===== src/rtl/core/assert_macros.svh =====
// Assertion macros used by the subband energy detector.
`ifndef ASSERT_MACROS_SVH
`define ASSERT_MACROS_SVH
// Implication checked on every rising clock edge outside reset.
`define ASSERT_IMPL(label, clk, rst_n, ante, cons) \
  label: assert property (@(posedge clk) disable iff (!rst_n) (ante) |-> (cons)) \
    else $error("assertion failed");
// Next-cycle implication checked outside reset.
`define ASSERT_NEXT(label, clk, rst_n, ante, cons) \
  label: assert property (@(posedge clk) disable iff (!rst_n) (ante) |=> (cons)) \
    else $error("assertion failed");
`endif


===== src/rtl/core/sbed_pkg.sv =====
// Package with types, constants and the log helper of the subband energy detector.
`timescale 1ns / 1ps
`default_nettype none
package sbed_pkg;
  localparam int NFFT_DEF = 1024;
  localparam int NCHAN_DEF = 4;
  localparam logic [31:0] DB_K = 32'd50504453;
  localparam logic signed [15:0] DB_FLOOR = -16'sd25600;
  localparam logic signed [15:0] DB_CEIL = 16'sd25600;
  localparam logic [39:0] SUM_MAX = {40{1'b1}};

  typedef struct packed {
    logic signed [15:0] bin_re;
    logic signed [15:0] bin_im;
  } sbed_in_t;

  typedef struct packed {
    logic [1:0] channel;
    logic signed [15:0] power_db;
    logic detected;
    logic last;
  } sbed_out_t;

  typedef enum logic [3:0] {
    ST_IDLE, ST_IIR_A, ST_IIR_B, ST_IIR_C, ST_LOG_START, ST_LOG_NORM, ST_LOG_SQ,
    ST_LOG_SQ2, ST_DB_MUL, ST_DB_DONE, ST_OUT
  } sbed_state_t;

  typedef enum logic {
    REG_DELTA = 1'b0,
    REG_ALPHA = 1'b1
  } sbed_reg_t;

  // Log2 in Q16 of a constant, with the same squaring steps as the datapath.
  function automatic int log2_q16_const(input longint unsigned x);
    int e;
    longint unsigned m;
    int fr;
    e = 63;
    fr = 0;
    while (e > 0 && x[e] == 1'b0) e--;
    if (e >= 31) m = x >> (e - 31);
    else m = x << (31 - e);
    for (int i = 0; i < 16; i++) begin
      m = (m * m) >> 31;
      fr = fr << 1;
      if (m >= 64'h1_0000_0000) begin
        fr = fr | 1;
        m = m >> 1;
      end
    end
    return e * 65536 + fr;
  endfunction
endpackage
`default_nettype wire


===== src/rtl/core/sbed_mul.sv =====
// Shared registered 32x32 unsigned multiplier.
`timescale 1ns / 1ps
`default_nettype none
module sbed_mul
  import sbed_pkg::*;
(
  input  wire logic        clk,
  input  wire logic [31:0] a,
  input  wire logic [31:0] b,
  output logic      [63:0] p
);
  always_ff @(posedge clk) begin
    p <= 64'(a) * 64'(b);
  end
endmodule
`default_nettype wire

===== config.mk =====
export PLATFORM = sky130hd
export DESIGN_NAME = sbed_mul
export DESIGN_NICKNAME = d
export VERILOG_FILES = /design/src/rtl/core/assert_macros.svh /design/src/rtl/core/sbed_pkg.sv /design/src/rtl/core/sbed_mul.sv
export SDC_FILE = /design/constraint.sdc
export NUM_CORES = 2
export LEC_CHECK = 0
export BUFFER_PORTS_ARGS = -buffer_cell sky130_fd_sc_hd__buf_2
export CAP_MARGIN = 10
export CORE_ASPECT_RATIO = 1.4
export CORE_MARGIN = 1
export CORE_UTILIZATION = 40
export CTS_CLUSTER_DIAMETER = 30
export DETAILED_ROUTE_END_ITERATION = 16
export PLACE_DENSITY = 0.61
export SLEW_MARGIN = 20
export SYNTH_ARGS = -nofsm -noshare
export SYNTH_HDL_FRONTEND = slang
export SYNTH_SLANG_ARGS = --single-unit

===== constraint.sdc =====
create_clock -name clk -period 13.86 [get_ports clk]
set_input_delay 1.386 -clock clk [delete_from_list [all_inputs] [get_ports clk]]
set_output_delay 1.386 -clock clk [all_outputs]
set_load 0.005 [all_outputs]

==> Word level (Yosys, flattened, before mapping) <==
Index checks and enable logic that the tools add are counted.
{ "word_totals": {"ff_bits": 64, "out_inout_bits": 64, "elab_cells": 2, "input_bits": 65} }
{ "op_classes": {"multipliers": 1} }
{ "op_table": {"columns": ["operator", "count"], "rows": [
  ["$mul 32x32->64", 1]
]} }

==> Longest topological paths before layout <==
{ "depth": {"word_depth": 1, "ltp_mapped": 29} }

==> Worst setup path after synthesis <==
Ideal clock, no wire load.
{ "synth_timing": {"path_type": "input-to-reg", "startpoint": "in a[25]", "endpoint": "reg p[62]", "stages": 25, "path_buffers": 2, "setup_slack_ns": 5.721, "required_ns": 13.788, "arrival_time_ns": 8.067, "path_cell_list": "clkbuf_1 -> nand2_1 -> fa_1 -> inv_1 -> fa_1 -> inv_1 -> fa_1 -> inv_1 -> fa_1 -> fa_1 -> fa_1 -> fa_1 -> inv_1 -> fa_1 -> inv_1 -> ha_1 -> buf_2 -> nand4_1 -> or4_1 -> or3_1 -> a31oi_1 -> a31o_2 -> a211oi_1 -> o21ai_1 -> xor2_1"} }
{ "synth_via": {"elab_chain_cells": 1} }
{ "synth_rtl": {"columns": ["element", "line", "text"], "rows": [
  ["from (decl)", "sbed_mul.sv:8", "input wire logic [31:0] a,"],
  ["$mul 32x32->64", "sbed_mul.sv:13", "p <= 64'(a) * 64'(b);"],
  ["to (signal assigned)", "sbed_mul.sv:13", null],
  ["to (decl)", "sbed_mul.sv:10", "output logic [63:0] p"]
]} }
No other way between the ends.

==> Worst setup path in the final report <==
{ "layout_timing": {"startpoint": "in a[23]", "endpoint": "reg p[62]"} }
Same word-level chain as after synthesis.

==> out/results.tsv <==
metric	value	unit
netlist.area_leader.share	51.73	%
arrival	9.71	ns
synth-simple-area-share	17.62	%
synth_area_per_cell	9.252	µm²
pin_count	129	
nNetsFinal	4899	
largest_register	p	
die_y	350.4	µm
critPathLaunch	a[23]	
period_share	67.90	%
cp-start-kind	input pin	
min_from	b[0]	
h-tree-depth	3	
hold-worst-slack	1.695	ns
grt_overflow	0	
synth_area_leaders	fa_1 52%, and2_1 11%, ha_1 9.5%	
holdPathEnd	p[0]	
synth_ff_type	dfxtp_1	
cts_tree	built	
grt_use_total	23.66	%
max_freq	106.3	MHz
dieArea	0.08789	mm²
setup_tns	0	ns
coreArea	0.08581	mm²
via_per_inst	5.212	
rsz0062_at_grt	no	
wire_per_inst	20.81	µm
maxSlewViolCount	0	
cts_sinks	64	
fin_crit	9.412	ns
cp_data_required_time	14.16	ns
synth_top_family_by_area	adder cells	
area.growth.synth_to_final	4.330	%
finalWirelength	99420	µm
yosys.area_share.xor_xnor	1.515	%
tightest_slew	0.9296	ns
yosys.area.top_type	fa_1	
synth_edf_count	0	
cts-root-buf	clkbuf_16	
ctsResizeCount	0	
postSynthCellCount	3748	
synthAdderAreaFrac	61.22	%
grt_pass1_wl	155700	µm
die_w	250.8	µm
synth-compound-area-share	4.153	%
vias	24900	
critPathMaxFanout	32	
synthMuxAreaShare	0.02887	%
antenna_found_initial	3	
slew_headroom	38.02	%
cts_hold_buf	0	
syn_area	0.03468	mm²
ys_seq_area_share	3.695	%
endpoint_kind	register	
rows	127	
gp_congestion	0.9506	
route.detailed.drc	0	
largestRegisters	p (64)	
largest_reg_flops	64	
cts_buffers	9	
clk_path_buf_depth	2	
port_buffers	128	
holdPathStages	2	
drt_iter0_drc	1091	
drive_above_1_share	4.459	%
ys_types	57	
synth_warnings	0	
start_util	40.41	%
ant_nets	0	
grt_max_degree	33	
hpwl	79400	µm
hp-class	input pin to register	
async_flop_share	0	%
firstDrtPassIters	5	
final-hold-violation-count	0	
critical_path_class	input pin to register	
cts_setup_buffers	0	
maxCapViolCount	0	
setup_viol	0	
synth_seq_cells	64	
clkTransAtPathRegs	0.06	ns
grt_pass1_vias	27510	
status	completed	
synth_fp_nets	4972	
-- cell usage after synthesis (12+ instances only) --
| cell type | n |
|---|---|
| fa_1 | 896 |
| inv_1 | 865 |
| and2_1 | 602 |
| nand2_1 | 480 |
| ha_1 | 263 |
| clkbuf_1 | 213 |
| dfxtp_1 | 64 |
| a21oi_1 | 63 |
| a21o_1 | 40 |
| xnor2_1 | 35 |
| xor2_1 | 25 |
| nand4_1 | 23 |
| o21ai_0 | 21 |
| nor2_1 | 20 |
| and3_1 | 14 |
| a31oi_1 | 12 |
-- worst max-delay path, stage by stage --
cell	delay, ns
buf_2	0.67
nand2_1	0.16
fa_1	0.51
inv_1	0.05
fa_1	0.53
inv_1	0.05
fa_1	0.52
inv_1	0.05
fa_1	0.48
fa_1	0.62
fa_1	0.45
fa_1	0.50
inv_1	0.05
fa_1	0.47
inv_1	0.04
ha_1	0.42
nand4_1	0.27
nor3_1	0.58
o2111ai_1	0.46
a31oi_1	0.65
a31o_2	0.31
a211oi_1	0.11
o21ai_1	0.17
xor2_1	0.15
-- routing by layer --
layer | routed length, µm | vias up | global-route usage (%)
met5 | 12 | - | 0
met4 | 7643 | 2 | 15.86
met3 | 3575 | 283 | 2.285
met2 | 55150 | 712 | 45.23
met1 | 33040 | 13220 | 24.28
li1 | - | 10680 | -
-- layout make-up --
| class | instances | area (µm²) |
|---|---|---|
| timing repair buffer | 136 | 700.7 |
| antenna | 3 | 7.507 |
| fill | 8587 | 49630 |
| clock buffer | 13 | 250.2 |
| inverter | 865 | 3247 |
| sequential | 64 | 1281 |
| clock inverter | 1 | 5.005 |
| multi-input combinational | 2599 | 29310 |
| tap | 1096 | 1371 |
-- worst max-delay path by stage --
| stage | end | slack, ns | depth (start not counted) |
|---|---|---|---|
| 6_report | p[62] | 4.45 | 24 |
| 5_1_grt | p[62] | 4.26 | 22 |
| 4_1_cts | p[62] | 4.78 | 22 |
| 3_5_place_dp | p[62] | 4.38 | 22 |
| 3_3_place_gp | p[62] | 4.46 | 22 |
| 2_1_floorplan | p[62] | 5.72 | 25 |
-- per-stage QoR --
step / cells / util, % / setup slack [ns] / area [µm²]
6_report: 4777 / 42.16 / 4.448 / 36180
3_5_place_dp: 4760 / 41.85 / 4.382 / 35910
2_1_floorplan: 3748 / - / 5.721 / 34680
4_1_cts: 4774 / 42.15 / 4.784 / 36170
5_1_grt: 4774 / 42.15 / 4.255 / 36170
3_3_place_gp: 4760 / 41.85 / 4.456 / 35910
-- cell usage in the layout, fill, tap and decap left out, drive strengths merged, types with 3 or more instances in the layout --
cell,n
a211oi,3
a21boi,3
a21o,40
a21oi,66
a221o,4
a221oi,4
a31oi,12
and2,602
and3,14
and4,3
buf,136
clkbuf,13
dfxtp,64
diode,3
fa,896
ha,263
inv,865
nand2,480
nand3,10
nand4,23
nor2,20
nor3,7
o21a,9
o21ai,26
o21bai,11
o221ai,3
o31ai,5
or2,3
or3,3
or4,3
xnor2,35
xor2,25
-- kinds of logic (layout without fill, tap and decap cells) --
family | count (synthesis) | in the layout
adders and majority gates | 1159 | 1159
AOI/OAI and AO/OA | 202 | 202
and+or+nand+nor | 1177 | 1177
buffers and inverters | 1085 | 1015
xor gates and xnor gates | 60 | 60
muxes | 1 | 1
DFF | 64 | 64
other | 0 | 3
Power is not shown: default switching activity piles up to over one toggle a cycle in this logic, so the estimate is an artifact.
